===== src/hw/rtl/ntan_mul.sv =====
module ntan_mul (
    input  logic               clk,
    input  logic signed [31:0] a,
    input  logic signed [31:0] b,
    output logic signed [63:0] prod
);
    logic signed [63:0] prod_reg;

    always_ff @(posedge clk)
    begin
        prod_reg <= a * b;
    end

    assign prod = prod_reg;
endmodule


===== config.mk =====
export PLATFORM = sky130hd
export DESIGN_NAME = ntan_mul
export DESIGN_NICKNAME = d
export VERILOG_FILES = /design/src/hw/rtl/ntan_mul.sv
export SDC_FILE = /design/constraint.sdc
export NUM_CORES = 2
export LEC_CHECK = 0
export BUFFER_PORTS_ARGS = -buffer_cell sky130_fd_sc_hd__buf_2
export CORE_MARGIN = 10
export CORE_UTILIZATION = 60
export DETAILED_ROUTE_END_ITERATION = 8
export GPL_TIMING_DRIVEN = 0
export PLACE_DENSITY = 0.81
export SETUP_SLACK_MARGIN = 0.02
export SLEW_MARGIN = 20
export SYNTH_ARGS = -nofsm -noshare
export SYNTH_HDL_FRONTEND = slang
export SYNTH_SLANG_ARGS = --single-unit

===== constraint.sdc =====
create_clock -name clk -period 8.71 [get_ports clk]
set_clock_uncertainty 0.05 [all_clocks]
set_input_delay 0.871 -clock clk [delete_from_list [all_inputs] [get_ports clk]]
set_output_delay 0.871 -clock clk [all_outputs]
set_load 0.05 [all_outputs]

==> key figures <==
Cells and area
  – Largest register FFs: 64
  – Layout cells sized above 1: 8.06%
  – Fillers: around 5.0k
  – Synthesis-to-finish area growth: 6.46%
  – NumNets Final: ~5.4k

Drt
  – Drt via density: 5.75
  – Initial DRC Count: between 2k and 2.5k
  – Final wirelength: 125 mm
  – DRT antenna net count: 0
  – Vias: between 20k and 30k
  – DRT Pass-1 Iters: 6
  – Avg WL per Cell: around 26 um
  – # DRC: 0

Synthesis
  – Yosys cell types: 63
  – Top cells by area, synth: fa_1 58%, inv_1 9.6%, and2_1 8.7%, ha_1 6.2%, nand2_1 5.2%
  – Synth warn: 0
  – Ys async rst share: 0%
  – Top-count cell post-synth: fa_1
  – Cells after Synth: 3884
  – Ys flop type: dfxtp_1
  – Post-synth EDFFs: 0
  – Yosys top cell by area: fa_1
  – Post-synthesis sequential area ratio: roughly 3.4%
  – Synthesized Nets: 5215
  – Share of the synthesized area in the top cell type: roughly three fifths
  – Synth Area per Inst: ~9.6 sq um
  – Synthesized cell area: approximately 0.037 sq mm
  – Register bit count reported by yosys: between 60 and 70
  – Synth top cells by count: 1082 x fa_1, 952 x inv_1, 516 x and2_1

STA
  – Max Clk Rate: roughly 120 MHz
  – Max-slew violation count: 0
  – RSZ-0062 raised after global routing: true
  – Total negative slack: 0 ns
  – Slew headroom: 37.4%
  – Final worst-path cycle share: 99.7%
  – Final hold violation count: 0
  – Min Tclk post-route: 8.69 ns
  – Final Setup Violations: 0
  – Worst Max-Slew Pin Slew: 0.939 ns

Clock network
  – CTS Hold Buffers Added: 0
  – Reg clk slew, reported paths: 0.07 ns
  – CTS Sinks: 64
  – Clock buffer count from CTS: 9
  – CTS max path bufs: 2
  – Clk root buf: clkbuf_16
  – CTS tree: yes
  – H-tree Lvls: 3

Critical path
  – Max Fanout on Critical Path: 10
  – Worst endpoint data arrival time: approximately 9 ns
  – Critical Path End Type: flop
  – Critical Path Max Stage Delay: about 0.73 ns
  – CP most frequent cell: fa_1
  – CP required: ~9 ns
  – Setup CP Type: input pin to flop
  – CP Launch Type: input pin
  – CP max stage cell: fa_1

Placement
  – GPL Wtd Cong: approximately 1.1
  – Dpl hpwl: ~110 mm
  – Number of port buffers: ~130

Min path
  – Hold Path End: prod[0]
  – Worst Min Path Start: b[0]
  – Hold Crit Depth: 2
  – Hold WC Path Type: input pin to flop

Floorplan
  – Die area: a little over 0.07 sq mm
  – Row cnt: between 90 and 100
  – IO Pins: between 100 and 150
  – Die width: 269 um
  – Core Footprint: slightly above 0.06 sq mm
  – Initial Util: between 60% and 70%
  – Die Y: between 200 and 300 um

Global routing
  – GRT overflow: 0
  – Gr usage total: between 30% and 40%
  – Number of antenna violations at the first check in global routing: 18
  – Pin count of the biggest net entering global routing: 23
  – Vias in the first global route: slightly above 30k
  – Global-route wire length before repair: 191 mm

Run
  – Max-Cap Viols: 0

Status
  – Status: complete, no violations
==> area by class of cell <==
cell class | instances | area, sq um | area share, %
inverters | 952 | 3580 | 9.03
clock buffers | 10 | 229 | 0.578
flip-flops and latches | 64 | 1280 | 3.23
plain buffers | 200 | 938 | 2.37
repair buffers | 143 | 783 | 1.98
diodes | 4 | 10.0 | 0.0252
well taps | 837 | 1050 | 2.64
clock inverters | 6 | 60.1 | 0.151
multi-input cells | 2668 | 31700 | 80.0
==> critical path: cells and delay by family <==
kind / cells / cell delay (ns)
adders and majority gates: 9 / 4.56
buffers and inverters: 6 / 1.19
xor gates and xnor gates: 1 / 0.16
and+or+nand+nor: 2 / 0.22
AOI/OAI and AO/OA: 8 / 1.94
==> worst max path at each step <==
stage | from | to | depth (start not counted)
finish | b[31] | prod[60] | 26
detailed placement | b[3] | prod[60] | 25
floorplan | b[2] | prod[62] | 24
global route | b[28] | prod[60] | 26
global placement | b[3] | prod[60] | 25
CTS | b[2] | prod[60] | 26
==> metrics by stage <==
step                      setup WS, ns  cell area, sq um  std cells  hold WS [ns]  util, %
after floorplan                  0.528             37200       3884         0.948        -
after global placement           -1.44             38900       4849          1.29     63.2
after detailed placement         -1.47             38900       4849          1.29     63.2
after CTS                       0.0149             39400       4871         0.881     64.0
after global routing            -0.136             39600       4880         0.888     64.3
final                           0.0244             39600       4884         0.896     64.4
==> what timing repair did <==
action                     in CTS  in global routing
buffers inserted                6                  9
gates resized for setup        79                159
setup endpoints to repair      26                 18
pin swaps                       3                  3
hold endpoints to repair        0                  0
==> cells in the final DEF (no fill, tap or decap), drive strengths merged, types with 3 or more instances in the layout <==
cell type  Yosys  routed
fa          1082    1082
inv          952     950
and2         516     516
nand2        511     511
clkbuf       195     198
ha           184     184
buf            5     155
a21oi         68      68
dfxtp         64      64
xnor2         53      53
nor2          42      42
o21ai         31      31
a21o          25      25
xor2          22      22
nand3         15      15
o21bai        15      15
a31oi         13      13
nand2b         9       9
and3           9       9
a211oi         8       8
nand4          7       7
nor3           7       7
o31ai          7       7
or3            5       5
diode          0       4
clkinvlp       0       4
o21a           4       4
and4           4       4
o211ai         3       3
nor2b          3       3
a21boi         3       3
clkinv         0       3
==> routing by layer <==
layer	share of wire (%)	vias up	track usage, %
met5	0.12	-	0
met4	9.3	22	26.5
met3	11	561	10.5
met2	45	1738	55.4
met1	34	14363	41.6
li1	-	11378	-
==> cells by family (layout without fill, tap and decap cells) <==
kind of cell,Yosys count,after routing,synth area share (%)
flip-flops,64,64,3.44
XOR/XNOR,75,75,1.76
AO/OA/AOI/OAI,193,193,3.46
other,0,4,0
AND/OR/NAND/NOR,1134,1134,15.4
adder cells (fa/ha/maj),1266,1266,64.3
buffers and inverters,1152,1311,11.6
Power is not shown: default switching activity piles up to over one toggle a cycle in this logic, so the estimate is an artifact.
