===== config.mk =====
export PLATFORM = sky130hd
export DESIGN_NAME = ntan_sqrt
export DESIGN_NICKNAME = d
export VERILOG_FILES = /design/src/hw/rtl/ntan_sqrt.sv
export SDC_FILE = /design/constraint.sdc
export NUM_CORES = 1
export LEC_CHECK = 0
export BUFFER_PORTS_ARGS = -buffer_cell sky130_fd_sc_hd__buf_2
export CAP_MARGIN = 20
export CORE_MARGIN = 5
export CORE_UTILIZATION = 59
export DETAILED_ROUTE_END_ITERATION = 12
export MAX_ROUTING_LAYER = met4
export PLACE_DENSITY_LB_ADDON = 0.15
export REMOVE_ABC_BUFFERS = 1
export SETUP_SLACK_MARGIN = 0.15
export SYNTH_ARGS = -nofsm -noshare
export SYNTH_HDL_FRONTEND = slang
export SYNTH_SLANG_ARGS = --single-unit

===== constraint.sdc =====
create_clock -name clk -period 16.4 [get_ports clk]
set_clock_uncertainty 0.15 [all_clocks]
set_input_delay 3.28 -clock clk [delete_from_list [all_inputs] [get_ports clk]]
set_output_delay 3.28 -clock clk [all_outputs]
set_load 0.02 [all_outputs]

===== src/hw/rtl/ntan_sqrt.sv =====
module ntan_sqrt (
    input  logic        clk,
    input  logic        rst_n,
    input  logic        start,
    input  logic [63:0] radicand,
    output logic        done,
    output logic [31:0] root
);
    logic [63:0] rem_reg;
    logic [63:0] root_reg;
    logic [63:0] bit_reg;
    logic [5:0]  cnt_reg;
    logic        busy_reg;
    logic        done_reg;
    logic [63:0] trial;

    assign trial = root_reg + bit_reg;

    always_ff @(posedge clk or negedge rst_n)
    begin
        if (!rst_n)
        begin
            busy_reg <= 1'b0;
            done_reg <= 1'b0;
            cnt_reg  <= '0;
        end
        else
        begin
            done_reg <= 1'b0;
            if (start)
            begin
                busy_reg <= 1'b1;
                cnt_reg  <= 6'd32;
            end
            else if (busy_reg)
            begin
                cnt_reg <= cnt_reg - 6'd1;
                if (cnt_reg == 6'd1)
                begin
                    busy_reg <= 1'b0;
                    done_reg <= 1'b1;
                end
            end
        end
    end

    // one result bit per cycle, bit walks down two places at a time
    always_ff @(posedge clk)
    begin
        if (start)
        begin
            rem_reg  <= radicand;
            root_reg <= '0;
            bit_reg  <= 64'h4000_0000_0000_0000;
        end
        else if (busy_reg)
        begin
            if (rem_reg >= trial)
            begin
                rem_reg  <= rem_reg - trial;
                root_reg <= (root_reg >> 1) + bit_reg;
            end
            else
            begin
                root_reg <= root_reg >> 1;
            end
            bit_reg <= bit_reg >> 2;
        end
    end

    assign done = done_reg;
    assign root = root_reg[31:0];
endmodule


==> summary.txt, run 1 <==
Worst setup path
  – Critical path class: flip-flop to flip-flop
  – Most used cell, CP: a21oi_1
  – Crit-path max FO: 85
  – Critical path required time: around 17000 ps
  – CP Data Arrival Time: around 7000 ps
  – Slowest CP cell: dfxtp_1
  – Crit. End Element: flip-flop
  – CP Launch Type: flip-flop
  – Crit path cell chain: ha_1 -> a31oi_1 -> o21ai_0 -> a21oi_1 -> o211ai_1 -> a21oi_1 -> o21a_1 -> o211ai_1 -> a31oi_1 -> xor2_1 -> ha_1 -> a21oi_1 -> o21ai_0 -> a21oi_1 -> o21bai_1 -> a221o_1 -> o31ai_4 -> buf_4 -> buf_16 -> mux2_2 -> mux2i_1 -> nor2_1
  – Delay of the slowest critical-path stage: around 430 ps

GRT
  – First-pass GRT wire length: 70500 um
  – Initial antenna violation count: 0
  – GRT Max-Usage Layer: met1
  – GR Overflow Total: 0
  – Total track usage: 28.8%
  – Vias in the first global route: 13.5k
  – GR Layer Usage met1: between 40 and 50%
  – Largest net degree at the start of global routing: 112
  – Met2 usage: about two fifths
  – Grt met3 use: 3.69%

Timing
  – Maximum clock frequency: ~0.15 GHz
  – Hold slack final: ~370 ps
  – Final hold vios: 0
  – TNS Setup: 0 ps
  – RSZ-0062 raised after global routing: no
  – Max-slew headroom: a little over a third
  – Slew of the pin with the lowest slew margin: 954 ps
  – Final cycle utilization of the critical path: approximately 41%
  – Final setup viols: 0
  – Final min period: 6780 ps
  – Fin. max-slew vios: 0

Power and ir drop
  – Pwr Density: 165 nW/um^2
  – Tot Pwr: around 2.8 mW
  – Maximum VDD drop: between 0.0001 and 0.00015 V
  – Total leakage power: 6.81 nW

Clock network
  – Clock sink count: around 170
  – Reg clk slew, reported paths: around 70 ps
  – Post-CTS Setup Repair Bufs: 0
  – CTS tree: done
  – Htree depth: 4
  – CTS buffer count: 17
  – CTS max path bufs: 2
  – CTS Hold Bufs: 0
  – Post-CTS sizing: 0
  – Worst skew pair latency: 440 ps
  – CTS Root Cell: clkbuf_16

Synth
  – Syn Area/Cell: approximately 7.9 sq um
  – Synth area leaders: dfxtp_1, edfxtp_1, ha_1
  – Sequential-to-total area share from yosys stat: between 20% and 30%
  – Post-synthesis cell type count: slightly above 80
  – Register bit total from synthesis: 168
  – Synth Flop Type: dfxtp_1
  – Mapped cell area: around 16000 sq um
  – Async set-reset flop share out of synthesis: about 4.8%
  – Yosys top cell area share: 12.2%
  – Yosys warnings: 0
  – Post-synth EDFFs: between 60 and 70
  – Mapped Cells: 2006
  – Synth area leader: dfxtp_1

Finish
  – Post-route cell area: approximately 17000 sq um
  – Commonest cells after routing, fill and taps aside: nand2_1, nor2_1, o21ai_0, a21oi_1, ha_1
  – Nets: ~2.2k
  – Synth-to-layout area growth: 5.82%
  – Most common cell after layout, fill and taps aside: nand2_1
  – Share of cells above drive strength 1: a little under a tenth
  – N_diodes: 0
  – Fillers: around 2.3k

Route
  – Antenna viol nets, final: 0
  – Number of DRC markers in iteration 0: 1530
  – Routed vias: about 15k
  – Vias per inst: between 6 and 7
  – Drt wl/cell: roughly 19 um
  – DRT Pass-1 Iters: 6
  – Drc violations: 0
  – Total Wirelength: between 40000 and 50000 um

Die
  – I/O pin count: 100
  – Core area: roughly 26000 sq um
  – Initial Util: about 60%
  – Die Ht: between 150 and 200 um
  – Num rows: between 50 and 60
  – Die width: between 150 and 200 um
  – Die footprint: roughly 30000 sq um

Placed design
  – Placer Congestion: between 0.9 and 1
  – I/O Buffers: 99
  – DP Area: around 16000 sq um
  – Post-DP HPWL: between 30000 and 40000 um

Worst hold path
  – Worst hold path type: flip-flop to flip-flop

Status
  – Outcome: finished clean

Job
  – # Max-Cap Violations: 0
## metrics by stage
stage                     instances  util (%)  setup WS, ps
after global placement         2308      61.2          9760
final                          2340      63.7          9620
after detailed placement       2308      61.2          9540
after global routing           2340      63.7          9210
after floorplan                1867         -          5560
after CTS                      2339      63.6          9520
## layer usage
layer	share of wire, %	wire length, um	up-vias
met5	0	0	-
met4	1.7	766	0
met3	7.3	3220	56
met2	41	17800	573
met1	50	22100	6921
li1	-	-	7328
## report_power, final
| group | switching [mW] | internal, mW | total [mW] |
|---|---|---|---|
| registers | 0.0916 | 0.596 | 0.688 |
| clock network | 0.187 | 0.242 | 0.430 |
| logic | 1.01 | 0.629 | 1.64 |
## worst max-delay path: cells and delay by family (launching register included)
family	cells	cell delay (ps)
compound gates	14	3700
mux	2	510
buf+inv	2	710
fa+ha+maj	2	690
flops	1	430
simple gates	1	60
xor+xnor	1	310
## cell type report
cell class	count	area [sq um]	area share, %
clock buffers	20	472	2.83
multi-input cells	1639	10800	64.8
flip-flops and latches	168	4050	24.3
clock inverters	11	134	0.803
well taps	335	419	2.51
inverters	60	225	1.35
repair buffers	107	582	3.49
## worst paths after layout
| path | start | end | slack, ps | depth (start not counted) |
|---|---|---|---|---|
| setup / recovery | root_reg[2]$_SDFFE_PP0P_ | root_reg[2]$_SDFFE_PP0P_ | 9620 | 22 |
| hold / removal | root_reg[0]$_SDFFE_PP0P_ | root_reg[0]$_SDFFE_PP0P_ | 370 | 2 |
| min in group asynchronous | rst_n | done$_DFF_PN0_ | 2510 | 1 |
| max in group asynchronous | rst_n | busy_reg$_DFF_PN0_ | 13390 | 1 |
| hold reg to reg | root_reg[0]$_SDFFE_PP0P_ | root_reg[0]$_SDFFE_PP0P_ | 370 | 2 |
| setup reg to reg | root_reg[2]$_SDFFE_PP0P_ | root_reg[2]$_SDFFE_PP0P_ | 9620 | 22 |
## cell families after synthesis
| logic type | Yosys count | share of synthesized area [%] |
|---|---|---|
| compound gates | 654 | 26.9 |
| xor+xnor | 156 | 8.67 |
| fa+ha+maj | 133 | 10.6 |
| buf+inv | 199 | 5.90 |
| flops | 168 | 25.7 |
| mux | 57 | 3.67 |
| simple gates | 639 | 18.6 |
## cell usage after synthesis, types with 16 or more instances
| cell type | number |
|---|---|
| clkbuf_1 | 88 |
| a21oi_1 | 140 |
| inv_1 | 60 |
| buf_4 | 36 |
| nand4_1 | 54 |
| edfxtp_1 | 64 |
| xor2_1 | 58 |
| xnor2_1 | 98 |
| o21ai_0 | 161 |
| nand3_1 | 29 |
| a31oi_1 | 66 |
| a211oi_1 | 37 |
| nand2_1 | 212 |
| a31o_2 | 17 |
| dfxtp_1 | 96 |
| mux2i_1 | 50 |
| o21a_1 | 24 |
| or3_1 | 16 |
| nand2b_1 | 20 |
| nor2b_1 | 19 |
| a21o_1 | 44 |
| nor2_1 | 202 |
| o21bai_1 | 36 |
| ha_1 | 132 |
| nor3_1 | 34 |
(Power assumes the default switching activity.)
==> run 2: changes to the inputs <==
--- a/config.mk
+++ b/config.mk
@@ -5,6 +5,7 @@
 export SDC_FILE = /design/constraint.sdc
 export NUM_CORES = 1
 export LEC_CHECK = 0
+export ABC_AREA = 1
 export BUFFER_PORTS_ARGS = -buffer_cell sky130_fd_sc_hd__buf_2
 export CAP_MARGIN = 20
 export CORE_MARGIN = 5
==> constraint.sdc (replaced) <==
create_clock -name clk -period 6.5 [get_ports clk]
set_clock_uncertainty 0.15 [all_clocks]
set_input_delay 1.3 -clock clk [delete_from_list [all_inputs] [get_ports clk]]
set_output_delay 1.3 -clock clk [all_outputs]
set_load 0.02 [all_outputs]
==> summary.txt, run 2 <==
Status
  – Outcome: finished clean

Timing
  – Final cycle utilization of the critical path: roughly 87%
  – Hold slack final: 340 ps
  – Max-slew headroom: 32.3%
  – Final min period: approximately 5700 ps
  – Slew of the pin with the lowest slew margin: roughly 1000 ps
  – Fin. max-slew vios: 0
  – Maximum clock frequency: 0.176 GHz
  – Final hold vios: 0
  – Final worst slack: 833 ps
  – Final setup viols: 0
  – RSZ-0062 raised after global routing: no
  – TNS Setup: 0 ps

Worst setup path
  – Critical path class: flip-flop to flip-flop
  – Critical path required time: 6720 ps
  – Crit path cell chain: ha_1 -> nand2_1 -> nor2_1 -> nand4_1 -> o21ai_0 -> a21o_1 -> nand2_1 -> nand2_1 -> nand3_1 -> nand3_1 -> nand2_1 -> ha_1 -> nand2_1 -> nor3_2 -> nand2_1 -> nor3_2 -> nand2_4 -> nand2_4 -> buf_4 -> nand3_1 -> nand3_1 -> nand2_1
  – Critical path origin: root_reg[10]$_SDFFE_PP0P_
  – CP Data Arrival Time: a little under 6000 ps
  – Slowest CP cell: buf_4
  – Most used cell, CP: nand2_1
  – Crit. End Element: flip-flop
  – Critical path's top delay family: simple AND/OR/NAND/NOR gates
  – Worst r2r src: root_reg[10]$_SDFFE_PP0P_
  – Delay of the slowest critical-path stage: about 770 ps
  – CP Launch Type: flip-flop
  – Crit-path max FO: between 90 and 100
  – Buf/Inv on CP: 1

GRT
  – Vias in the first global route: between 20k and 25k
  – GR Overflow Total: 0
  – Total track usage: 40.9%
  – First-pass GRT wire length: 115000 um
  – Initial antenna violation count: 0
  – Largest net degree at the start of global routing: between 90 and 100

Synth
  – Synth area leader: nand2_1
  – Yosys top cell area share: between 20% and 30%
  – Post-synthesis cell type count: 48
  – Async set-reset flop share out of synthesis: around 4.8%
  – Register bit total from synthesis: around 170
  – Post-synth EDFFs: 64
  – Syn Area/Cell: 5.72 sq um
  – Sequential-to-total area share from yosys stat: about a fifth
  – Mapped cell area: 19600 sq um
  – Synth Flop Type: dfxtp_1
  – Count leader, synth: nand2_1
  – Yosys warnings: 0
  – Synth area leaders: nand2_1, inv_1, dfxtp_1
  – Mapped Cells: approximately 3.4k
  – Post-synth top cells: nand2_1, inv_1, nor2_1

Finish
  – Layout Utilization: 64.1%
  – Post-route cell area: 20900 sq um
  – N_diodes: 0
  – Finished Layout Cells: slightly below 4k
  – Commonest cells after routing, fill and taps aside: nand2_1, inv_1, nor2_1, nand3_1, a21oi_1
  – Nets: about 3.7k
  – Share of cells above drive strength 1: under 10%
  – Synth-to-layout area growth: 6.68%
  – Most common cell after layout, fill and taps aside: nand2_1

Route
  – Drc violations: 0
  – DRT Pass-1 Iters: 7
  – Total Wirelength: 74900 um
  – Routed vias: between 20k and 25k
  – Number of DRC markers in iteration 0: ~2.9k
  – Vias per inst: 5.88
  – Drt wl/cell: approximately 19 um
  – Antenna viol nets, final: 0

Die
  – Die width: 192 um
  – Die Ht: around 190 um
  – Core area: about 33000 sq um
  – Initial Util: 60.0%
  – Num rows: 66
  – Die footprint: between 30000 and 40000 sq um
  – I/O pin count: 100

Clock network
  – Reg clk slew, reported paths: about 70 ps
  – Post-CTS sizing: 0
  – Htree depth: 4
  – Clock sink count: approximately 170
  – CTS buffer count: 17
  – CTS max path bufs: 2
  – CTS Hold Bufs: 0
  – Post-CTS Setup Repair Bufs: 0
  – CTS tree: done
  – Worst skew pair latency: approximately 480 ps
  – CTS Root Cell: clkbuf_16

Job
  – # Max-Cap Violations: 0

Power and ir drop
  – Tot Pwr: 8.59 mW
  – Pwr Density: about 410 nW/um^2
  – Maximum VDD drop: roughly 0.00034 V
  – Total leakage power: slightly below 10 nW

Placed design
  – Placed cell count: just under 4k
  – Post-DP HPWL: around 60000 um
  – Placer Congestion: around 1.1
  – DP Area: just over 20000 sq um
  – I/O Buffers: 99
  – Post-Place Setup Slack: between 1000 and 1500 ps

Worst hold path
  – Hold Crit Start: cnt_reg[4]$_DFFE_PN0P_
  – Worst hold path type: flip-flop to flip-flop
==> run 2: cell types whose count changed after synthesis, moves of 35 or more <==
cell / change
nand2_1: +911
inv_1: +465
nand3_1: +293
nor2_1: +179
a31oi_1: -58
clkbuf_1: -52
mux2i_1: -50
xnor2_1: -50
a21oi_1: +38
a211oi_1: -35
==> run 2: final cells by class <==
type                            count  area (sq um)
Multi-Input combinational cell   2649         13100
Tap cell                          442           553
Fill cell                        3163         11800
Clock buffer                       18           450
Sequential cell                   168          4040
Timing Repair Buffer              114           628
Clock inverter                     14           150
Inverter                          535          2010
==> run 2: where the power goes <==
group	switching [mW]	total (mW)	leakage (nW)	internal (mW)
clock network	0.528	1.10	0.287	0.567
logic	3.82	5.63	7.91	1.82
registers	0.319	1.86	1.54	1.54
==> run 2: kinds of logic after synthesis <==
| kind of cell | share of synthesized area [%] |
|---|---|
| and+or+nand+nor | 41.4 |
| DFF | 20.6 |
| xor gates and xnor gates | 3.70 |
| adders and majority gates | 8.51 |
| AOI/OAI and AO/OA | 13.0 |
| buffers and inverters | 12.8 |
==> run 2: final timing paths <==
kind | end | slack, ps | depth (start not counted)
hold reg to reg | cnt_reg[4]$_DFFE_PN0P_ | 340 | 1
setup / recovery | root_reg[45]$_SDFFE_PP0P_ | 830 | 22
setup reg to reg | root_reg[45]$_SDFFE_PP0P_ | 830 | 22
min in group asynchronous | cnt_reg[2]$_DFFE_PN0P_ | 500 | 1
max in group asynchronous | cnt_reg[4]$_DFFE_PN0P_ | 5530 | 1
hold / removal | cnt_reg[4]$_DFFE_PN0P_ | 340 | 1
==> run 2: routing by layer <==
| layer | part of all wire [%] | wire length (um) | GRT usage (%) |
|---|---|---|---|
| met3 | 10 | 7600 | 6.53 |
| met4 | 7.0 | 5260 | 23.6 |
| met1 | 38 | 28800 | 49.2 |
| met2 | 44 | 33300 | 65.2 |
| met5 | 0 | 0 | - |
==> run 2: worst register-to-register path: stages, from the launching register on <==
cell and delay, ps:
dfxtp_1 410, ha_1 390, nand2_1 100, nor2_1 180
nand4_1 130, o21ai_0 420, a21o_1 260, nand2_1 80
nand2_1 100, nand3_1 200, nand3_1 140, nand2_1 110
ha_1 470, nand2_1 150, nor3_2 160, nand2_1 150
nor3_2 370, nand2_4 220, nand2_4 100, buf_4 770
nand3_1 250, nand3_1 170, nand2_1 70
