[config.mk]
export PLATFORM = sky130hd
export DESIGN_NAME = ntan_div
export DESIGN_NICKNAME = d
export VERILOG_FILES = /design/src/hw/rtl/ntan_div.sv
export SDC_FILE = /design/constraint.sdc
export NUM_CORES = 1
export LEC_CHECK = 0
export BUFFER_PORTS_ARGS = -buffer_cell sky130_fd_sc_hd__buf_2
export CORE_AREA = 2 2 113 115
export DETAILED_ROUTE_END_ITERATION = 10
export DIE_AREA = 0 0 115 117
export MAX_ROUTING_LAYER = met4
export PLACE_DENSITY = 0.84
export SYNTH_ARGS = -nofsm -noshare
export SYNTH_HDL_FRONTEND = slang
export SYNTH_SLANG_ARGS = --single-unit
[constraint.sdc]
create_clock -name clk -period 4.5 [get_ports clk]
set_input_delay 0 -clock clk [delete_from_list [all_inputs] [get_ports clk]]
set_output_delay 0 -clock clk [all_outputs]
set_load 0.01 [all_outputs]
[src/hw/rtl/ntan_div.sv]
module ntan_div (
    input  logic        clk,
    input  logic        rst_n,
    input  logic        start,
    input  logic [62:0] num,
    input  logic [31:0] den,
    output logic        done,
    output logic [30:0] quo
);
    logic [31:0] rem_reg;
    logic [30:0] lo_reg;
    logic [30:0] quo_reg;
    logic [31:0] den_reg;
    logic [4:0]  cnt_reg;
    logic        busy_reg;
    logic        done_reg;
    logic [32:0] trial;
    logic        take;

    assign trial = {rem_reg, lo_reg[30]};
    assign take  = trial >= {1'b0, den_reg};

    always_ff @(posedge clk or negedge rst_n)
    begin
        if (!rst_n)
        begin
            busy_reg <= 1'b0;
            done_reg <= 1'b0;
            cnt_reg  <= '0;
        end
        else
        begin
            done_reg <= 1'b0;
            if (start)
            begin
                busy_reg <= 1'b1;
                cnt_reg  <= 5'd31;
            end
            else if (busy_reg)
            begin
                cnt_reg <= cnt_reg - 5'd1;
                if (cnt_reg == 5'd1)
                begin
                    busy_reg <= 1'b0;
                    done_reg <= 1'b1;
                end
            end
        end
    end

    // restoring division; upper numerator half is already below the divisor
    always_ff @(posedge clk)
    begin
        if (start)
        begin
            rem_reg <= num[62:31];
            lo_reg  <= num[30:0];
            den_reg <= den;
            quo_reg <= '0;
        end
        else if (busy_reg)
        begin
            rem_reg <= take ? 32'(trial - {1'b0, den_reg}) : trial[31:0];
            lo_reg  <= {lo_reg[29:0], 1'b0};
            quo_reg <= {quo_reg[29:0], take};
        end
    end

    assign done = done_reg;
    assign quo  = quo_reg;
endmodule

==> metrics, run 1 <==
status=completed; top cells by area, synth=edfxtp_1 39%, dfxtp_1 8.5%, ha_1 5.9%; Post-synth top cells=95 x edfxtp_1, 67 x nor2_1, 65 x nand2_1; Top Ports=130; Startpoint Class=register; effective utilization at floorplan=59.1%; GRT Overall Usage=29.1%; worst slew pin tran=1110 ps; die footprint=0.0135 mm^2; Routed WL=18500 um; DP HPWL=11300 um; period utilization=81.5%; total design power=5280 uW; Worst setup EP type=register; CTS Buffer Depth=2; WL/cell=17.5 um; Critical Path Max Stage Delay=810 ps; IO Port Bufs=129; via density per instance=5.79; clock tree from TritonCTS=yes; min cycle time layout=3670 ps; cell repeated most along the worst path=a21o_1; power density relative to cell area=555 mW/mm^2; clk_lat worst skew=420 ps; sequential share of the synthesized area=50.2%; Slowest-stage cell, CP=or3_1; nets=1032; commonest register cell after synthesis=edfxtp_1; Yosys top cell by area=edfxtp_1; synth warn=0; vias in the first global route=6110; Final Hold Vio Count=0; Rows=41; DRT Pass-1 Iters=6; Hold WC Path Type=input port to register; DIE HEIGHT=117 um; number of antenna-violating nets in the routed design=0; top cell type's share of synthesized area=39.2%; CP top delay family=simple AND/OR/NAND/NOR gates; CP Cell Sequence=ha_1, a21o_1, a21o_1, a21o_1, a31o_1, and2_4, or3_1, and4_1, a2111oi_2; share of layout cells above drive strength 1=22.6%; Reg area=0.00365 mm^2; Cells after Synth=689; clock slew at the register clock pins of the worst setup and hold paths=60 ps; H-tree levels=4; final setup fails=0; Filler cells=788; chip width=115 um; GPL Wtd Cong=0.902; Post-synth EDFFs=95; antenna violations before repair=0; initial DRC count=526; Worst Path Arrival=3870 ps; global route overflow=0; clk sinks=133; synthesized cell area=0.00727 mm^2; final setup TNS=0 ps; Yosys reg bits=133; clock buffer count from CTS=17; area used by multi-input combinational logic=0.00330 mm^2; setup ws final=832 ps; Layout area overhead=30.9%; first-pass GRT wire length=29300 um; Antenna Cells=0; count of different cell masters after synthesis=59; core area=0.0123 mm^2; fin. max-slew vios=0; Max VDD drop=0.385 mV; Vias=6151; RSZ-0062 raised after global routing=false; clock skew=9.24 ps; Critical Path Fanout Max=29; largest net degree at the start of global routing=69; Synth Area per Inst=10.6 um^2; syn nets=822; cell with the most instances after synthesis=edfxtp_1; Setup CP Type=register to register; Worst slew margin=26.1%; f_max=0.273 GHz; required time of the critical path=4710 ps; clk root buf=clkbuf_16; Post-Place Worst Slack=914 ps; max_cap viols=0; async set or reset register ratio after synthesis=5.26%; worst path buffer plus inverter count=0; DRC viols=0; Pleak=0.00437 uW
==> per-layer routing <==
layer  wire length (um)  up-vias  share of wire (%)  GRT usage (%)
li1                   -     2924                  -              -
met1               7620     2953                 41           34.2
met2               9430      237                 51           49.2
met3               1030       37                5.5           6.95
met4                471        0                2.5           10.5
met5                  0        -                  0              -
==> layout by cell type, fill, tap and decap left out, drive strengths merged, types with 3 or more instances in the layout <==
cell / netlist / layout
inv: 45 / 46
nand2: 65 / 65
nor2b: 5 / 5
a21o: 16 / 16
dfxtp: 31 / 31
mux2: 31 / 31
o21a: 5 / 5
o21ai: 21 / 21
a31oi: 22 / 22
a31o: 3 / 3
clkinv: 0 / 3
and4: 4 / 4
a211oi: 5 / 5
nor2: 67 / 67
xnor2: 16 / 16
clkbuf: 20 / 28
a21oi: 42 / 42
nand2b: 5 / 5
nor4b: 3 / 3
a221o: 4 / 4
mux2i: 37 / 37
buf: 15 / 134
o21bai: 3 / 3
nand3: 10 / 10
a2bb2oi: 5 / 5
edfxtp: 95 / 95
and3: 8 / 8
and2: 5 / 5
dfrtp: 7 / 7
dlygate4sd3: 0 / 92
nand4: 10 / 10
xor2: 11 / 11
nor3: 7 / 7
ha: 34 / 34
nor4: 8 / 8
==> final cells by class <==
cell class / instances / area share, %
Clock buffer: 28 / 6.01
Clock inverter: 4 / 0.302
Inverter: 45 / 1.77
Multi-Input combinational cell: 476 / 34.7
Sequential cell: 133 / 38.4
Tap cell: 150 / 1.97
Timing Repair Buffer: 226 / 16.9
==> stage by stage <==
| step | area (um^2) | hold slack, ps | std cells | utilization [%] |
|---|---|---|---|---|
| after floorplan | 7270 | -296 | 689 | - |
| after global placement | 8000 | -166 | 938 | 64.9 |
| after detailed placement | 8000 | -157 | 938 | 64.9 |
| after CTS | 9520 | 8.65 | 1062 | 77.3 |
| after global routing | 9520 | 4.29 | 1062 | 77.3 |
| final | 9520 | 10.5 | 1062 | 77.3 |
==> cells by family (layout without fill, tap and decap cells) <==
logic type / after synthesis / after routing / synth area share (%)
simple gates: 206 / 206 / 13.6
compound gates: 140 / 140 / 12.5
buf+inv: 80 / 303 / 4.47
flops: 133 / 133 / 50.2
fa+ha+maj: 35 / 35 / 6.13
xor+xnor: 27 / 27 / 3.25
mux: 68 / 68 / 9.90
==> power by group <==
| part | switching (uW) | internal (uW) | leakage [uW] |
|---|---|---|---|
| registers | 112 | 1580 | 0.00130 |
| clock network | 516 | 869 | 0.000296 |
| logic | 1280 | 929 | 0.00278 |
| total | 1900 | 3370 | 0.00437 |
==> worst register-to-register path, cell delays in order (launching register included) <==
cell	delay [ps]
edfxtp_1	410
ha_1	420
a21o_1	250
a21o_1	180
a21o_1	180
a31o_1	230
and2_4	170
or3_1	810
and4_1	440
a2111oi_2	370
==> worst paths after layout <==
path	slack (ps)	startpoint	cells after the start	endpoint
max	830	rem_reg[21]$_DFFE_PP_	9	rem_reg[24]$_DFFE_PP_
min	10	num[38]	3	rem_reg[7]$_DFFE_PP_
max reg2reg	830	rem_reg[21]$_DFFE_PP_	9	rem_reg[24]$_DFFE_PP_
min reg2reg	520	quo[0]$_SDFFE_PP0P_	2	quo[0]$_SDFFE_PP0P_
max in group asynchronous	3690	rst_n	3	busy_reg$_DFF_PN0_
min in group asynchronous	550	rst_n	3	cnt_reg[4]$_DFFE_PN0P_
==> what timing repair did <==
| action | CTS | global route |
|---|---|---|
| hold endpoints to repair | 97 | 0 |
| hold buffers | 92 | 0 |
| buffers inserted | 0 | 0 |
| gates resized for setup | 0 | 0 |
Power figures use the tool's default switching activity.
==> inputs of run 2 (changes only) <==
--- a/config.mk
+++ b/config.mk
@@ -6,11 +6,11 @@
 export NUM_CORES = 1
 export LEC_CHECK = 0
 export BUFFER_PORTS_ARGS = -buffer_cell sky130_fd_sc_hd__buf_2
-export CORE_AREA = 2 2 113 115
+export CORE_AREA = 2 2 116 118
 export DETAILED_ROUTE_END_ITERATION = 10
-export DIE_AREA = 0 0 115 117
+export DIE_AREA = 0 0 118 120
 export MAX_ROUTING_LAYER = met4
-export PLACE_DENSITY = 0.84
+export PLACE_DENSITY = 0.81
 export SYNTH_ARGS = -nofsm -noshare
 export SYNTH_HDL_FRONTEND = slang
 export SYNTH_SLANG_ARGS = --single-unit
==> constraint.sdc (replaced) <==
create_clock -name clk -period 3.4 [get_ports clk]
set_input_delay 0 -clock clk [delete_from_list [all_inputs] [get_ports clk]]
set_output_delay 0 -clock clk [all_outputs]
set_load 0.01 [all_outputs]
==> run 2 against run 1 <==
Net effect:
- via count up 0.42%
- maximum frequency up 13%
- register-to-register slack worse by 690 ps
- clock power up 45%
- final cell count up 3.2%
- global-route usage down 0.38 points
- non-clock buffer count up 8
- combinational power up 38%
- die area up 5.2%
- clock-buffer cell count down 10
- critical path depth up 2
- critical path type unchanged
- critical endpoint unchanged
- highest routed layer unchanged
==> metrics, run 2 (synthesis results as in run 1) <==
Hold WC Path Type=input port to register; Hold Path Depth=3; setup ws final=144 ps; non-filler cells, final=1096; DRC viols=0; fin. max-slew vios=0; Critical Path Max Stage Delay=480 ps; antenna violations before repair=0; DRT Pass-1 Iters=5; core area=0.0130 mm^2; GPL Wtd Cong=0.940; clk sinks=133; first-pass GRT wire length=31000 um; IO Port Bufs=129; post-route cell area=0.00965 mm^2; share of layout cells above drive strength 1=23.4%; CP Cell Sequence=inv_1, ha_1, inv_1, fa_1, a21o_1, a221oi_2, o21ai_0, a211oi_1, o31ai_1, and4_1, a2111oi_2; Slowest-stage cell, CP=a2111oi_2; Critical Path Fanout Max=3; initial DRC count=565; clk_lat worst skew=440 ps; max_cap viols=0; Routed WL=19500 um; global route overflow=0; final setup TNS=0 ps; most common cell after layout, fill and taps aside=buf_2; Layout area overhead=32.7%; DIE HEIGHT=120 um; Placed Instances=970; f_max=0.307 GHz; RSZ-0062 raised after global routing=false; required time of the critical path=3590 ps; Startpoint Class=register; Max VDD drop=0.457 mV; final setup fails=0; clock tree from TritonCTS=yes; chip width=118 um; Post-Place Worst Slack=288 ps; Reg2Reg Depth=11; Worst Hold Slack=11.5 ps; setup bufs post-CTS=0; clock skew=10.4 ps; CTS Buffer Depth=2; Worst Path Arrival=3440 ps; power density relative to cell area=756 mW/mm^2; Top Ports=130; nets=1040; Final Hold Vio Count=0; clock buffer count from CTS=17; vias in the first global route=6371; worst slew pin tran=1030 ps; Worst setup EP type=register; Vias=6177; clk root buf=clkbuf_16; DP HPWL=11800 um; Setup CP Type=register to register; min cycle time layout=3260 ps; H-tree levels=4; placed cell areas=0.00807 mm^2; clock slew at the register clock pins of the worst setup and hold paths=70 ps; Antenna Cells=0; cell repeated most along the worst path=inv_1; via density per instance=5.64; effective utilization at floorplan=56.0%; largest net degree at the start of global routing=94; Pleak=0.00441 uW; status=completed; Worst slew margin=31.2%; GRT Overall Usage=28.7%; WL/cell=17.8 um; die footprint=0.0142 mm^2; commonest non-fill, non-tap cells in the layout=128 x buf_2, 95 x edfxtp_1, 94 x dlygate4sd3_1, 67 x nor2_1, 65 x nand2_1; number of antenna-violating nets in the routed design=0; Rows=42; period utilization=95.8%
-- run 2: changes by cell type in the layout (fill, tap and decap cells not counted), sizes merged --
cell,before,now
clkbuf,28,18
buf,134,140
bufinv,0,4
dlygate4sd3,92,94
clkinv,3,4
clkinvlp,0,2
inv,46,49
-- run 2: final timing paths --
path,to,slack (ps),start
setup / recovery,rem_reg[24]$_DFFE_PP_,140,lo_reg[30]$_DFFE_PP_
hold / removal,rem_reg[20]$_DFFE_PP_,10,num[51]
setup reg to reg,rem_reg[24]$_DFFE_PP_,140,lo_reg[30]$_DFFE_PP_
hold reg to reg,quo[11]$_SDFFE_PP0P_,520,quo[11]$_SDFFE_PP0P_
max in group asynchronous,busy_reg$_DFF_PN0_,2590,rst_n
min in group asynchronous,cnt_reg[0]$_DFFE_PN0P_,540,rst_n
-- run 2: cell type report --
cell class	count	area, um^2
multi-input combinational	476	3310
clock inverter	14	198
fill	924	3330
sequential	133	3650
clock buffer	18	429
inverter	45	169
timing repair buffer	234	1680
tap	176	220
-- run 2: per-stage QoR --
step | power (uW) | util, %
floorplan | 4390 | -
global placement | 5010 | 62.2
detailed placement | 5070 | 62.2
CTS | 7160 | 74.3
global route | 7670 | 74.3
finish | 7290 | 74.3
-- run 2: worst max-delay path: cells and delay by family (launching register included) --
| family | cells | cell delay, ps |
|---|---|---|
| AND/OR/NAND/NOR | 1 | 240 |
| adder cells (fa/ha/maj) | 2 | 590 |
| AO/OA/AOI/OAI | 6 | 1670 |
| flip-flops | 1 | 360 |
| buffers and inverters | 2 | 140 |
-- run 2: repair_timing --
action / CTS / global route
endpoints found under the setup margin: 0 / 4
hold buffers: 94 / 0
hold endpoints to repair: 99 / 0
resized for setup: 0 / 3
-- run 2: routing by layer --
layer | up-vias | GRT usage [%] | routed length [um]
li1 | 2933 | - | -
met1 | 2924 | 33.4 | 7920
met2 | 275 | 48.4 | 9810
met3 | 45 | 5.37 | 1160
met4 | 0 | 13.7 | 614
met5 | - | - | 0
-- run 2: power by group --
group	internal, uW	total (uW)	switching [uW]
Combinational	1290	3050	1770
Clock	1240	2000	761
Sequential	2090	2250	161
Total	4610	7290	2690
==> inputs of run 3 (changes only) <==
--- a/config.mk
+++ b/config.mk
@@ -5,6 +5,7 @@
 export SDC_FILE = /design/constraint.sdc
 export NUM_CORES = 1
 export LEC_CHECK = 0
+export ABC_CLOCK_PERIOD_IN_PS = 3550
 export BUFFER_PORTS_ARGS = -buffer_cell sky130_fd_sc_hd__buf_2
 export CORE_AREA = 2 2 116 118
 export DETAILED_ROUTE_END_ITERATION = 10
==> constraint.sdc (replaced) <==
create_clock -name clk -period 3.55 [get_ports clk]
set_input_delay 0 -clock clk [delete_from_list [all_inputs] [get_ports clk]]
set_output_delay 0 -clock clk [all_outputs]
set_load 0.01 [all_outputs]
==> run 3 against run 2 <==
Net effect:
- final cell count is essentially flat
- clock power shrank 13%
- maximum frequency is essentially flat
- via count shrank 1.1%
- clock skew shrank 1.8 ps
- sequential cell count is the same
- combinational power shrank 8.2%
- sequential share of layout area grew 0.23 points
- clock-buffer cell count grew 3
- die area is the same
- total power shrank 8.5%
- non-clock buffer count shrank 1
==> metrics, run 3 (synthesis results as in run 1) <==
most common cell after layout, fill and taps aside=buf_2; commonest non-fill, non-tap cells in the layout=128 x buf_2, 95 x edfxtp_1, 95 x dlygate4sd3_1, 67 x nor2_1, 65 x nand2_1; clock tree from TritonCTS=yes; clock skew=8.59 ps; effective utilization at floorplan=56.0%; min cycle time layout=3260 ps; clk root buf=clkbuf_16; IO Port Bufs=129; H-tree levels=4; Startpoint Class=register; CTS Buffer Depth=2; clk sinks=133; f_max=0.307 GHz; hold path startpoint=start; Hold WC Path Type=input port to register; Filler cells=895; vias in the first global route=6231; total design power=6680 uW; DP HPWL=11400 um; status=completed; worst slew pin tran=1030 ps; Rows=42; initial DRC count=424; final setup fails=0; via density per instance=5.58; number of antenna-violating nets in the routed design=0; antenna violations before repair=0; Worst setup EP type=register; largest net degree at the start of global routing=93; Worst Path Arrival=3500 ps; clock slew at the register clock pins of the worst setup and hold paths=60 ps; Post-Place Worst Slack=132 ps; first-pass GRT wire length=30100 um; Hold Path Depth=1; global route overflow=0; DIE HEIGHT=120 um; Vias=6108; setup ws final=294 ps; clk_lat worst skew=420 ps; clock buffer count from CTS=17; Top Ports=130; WL/cell=16.7 um; Setup CP Type=register to register; GRT Overall Usage=27.5%; final setup TNS=0 ps; DRC viols=0; Critical Path Fanout Max=5; share of layout cells above drive strength 1=23.2%; power density relative to cell area=696 mW/mm^2; Routed WL=18200 um; nets=1039; worst reg2reg startpoint=lo_reg[30]$_DFFE_PP_; Layout area overhead=31.9%; Worst Hold Slack=47.4 ps; Antenna Cells=0; Reg2Reg Depth=12; DRT Pass-1 Iters=5; Pleak=0.00438 uW; GPL Wtd Cong=0.889; required time of the critical path=3790 ps; fin. max-slew vios=0; die footprint=0.0142 mm^2; R2R Setup Slk=290 ps; r2r endpoint=rem_reg[26]$_DFFE_PP_; core area=0.0130 mm^2; Worst slew margin=31.3%; RSZ-0062 raised after global routing=false; max_cap viols=0; Max VDD drop=0.448 mV; worst hold endpoint=den_reg[14]$_DFFE_PP_; chip width=118 um; period utilization=91.7%; Final Hold Vio Count=0
==> run 3: cell count changes in the layout (fill, tap and decap cells not counted), sizes merged <==
cell | previous run | this run
buf | 140 | 138
bufinv | 4 | 2
clkbuf | 18 | 21
clkinvlp | 2 | 3
dlygate4sd3 | 94 | 95
inv | 49 | 47
==> run 3: worst max-delay path by stage <==
stage	endpoint	slack (ps)	start	cells past startpoint
2_1_floorplan	rem_reg[26]$_DFFE_PP_	610	lo_reg[30]$_DFFE_PP_	12
3_3_place_gp	rem_reg[26]$_DFFE_PP_	330	lo_reg[30]$_DFFE_PP_	12
3_5_place_dp	rem_reg[26]$_DFFE_PP_	130	lo_reg[30]$_DFFE_PP_	12
4_1_cts	rem_reg[26]$_DFFE_PP_	120	lo_reg[30]$_DFFE_PP_	12
5_1_grt	rem_reg[26]$_DFFE_PP_	120	lo_reg[30]$_DFFE_PP_	12
6_report	rem_reg[26]$_DFFE_PP_	290	lo_reg[30]$_DFFE_PP_	12
==> run 3: timing repair <==
item                                   CTS  global route
endpoints found under the hold margin  100             0
hold buffers                            95             0
setup endpoints to repair                0             1
buffers inserted                         0             0
resized for setup                        0             1
==> run 3: routing by layer <==
metal	GRT usage (%)	wire (um)	vias up
met5	-	0	-
met3	5.70	999	35
met4	10.3	413	0
met2	46.4	9190	225
li1	-	-	2933
met1	32.6	7640	2915
==> run 3: power breakdown <==
group          internal (uW)  total [uW]  leakage [uW]  switching, uW
Clock                   1060        1740      0.000274            680
Combinational           1200        2800       0.00281           1600
Sequential              2000        2140       0.00130            144
==> run 3: through the flow <==
step	instances	area (um^2)	util (%)
2_1_floorplan	689	7270	-
3_3_place_gp	968	8060	62.1
3_5_place_dp	968	8060	62.1
4_1_cts	1095	9590	73.9
5_1_grt	1095	9590	73.9
6_report	1095	9590	73.9
==> run 3: cell type report <==
cell class                 count  area [um^2]  area share, %
multi-input combinational    476         3310           34.5
timing repair buffer         233         1670           17.4
sequential                   133         3650           38.1
inverter                      45          169           1.76
clock buffer                  21          450           4.70
tap                          176          220           2.30
clock inverter                11          128           1.33
==> run 3: worst max-delay path, cell delays in order (launching register included) <==
cell,delay [ps]
edfxtp_1,360
inv_1,80
ha_1,180
inv_1,60
fa_1,400
a21o_1,210
a221oi_2,310
o21a_1,250
a31oi_1,160
a211oi_2,400
o21ai_0,200
and4_4,220
nor4_2,230
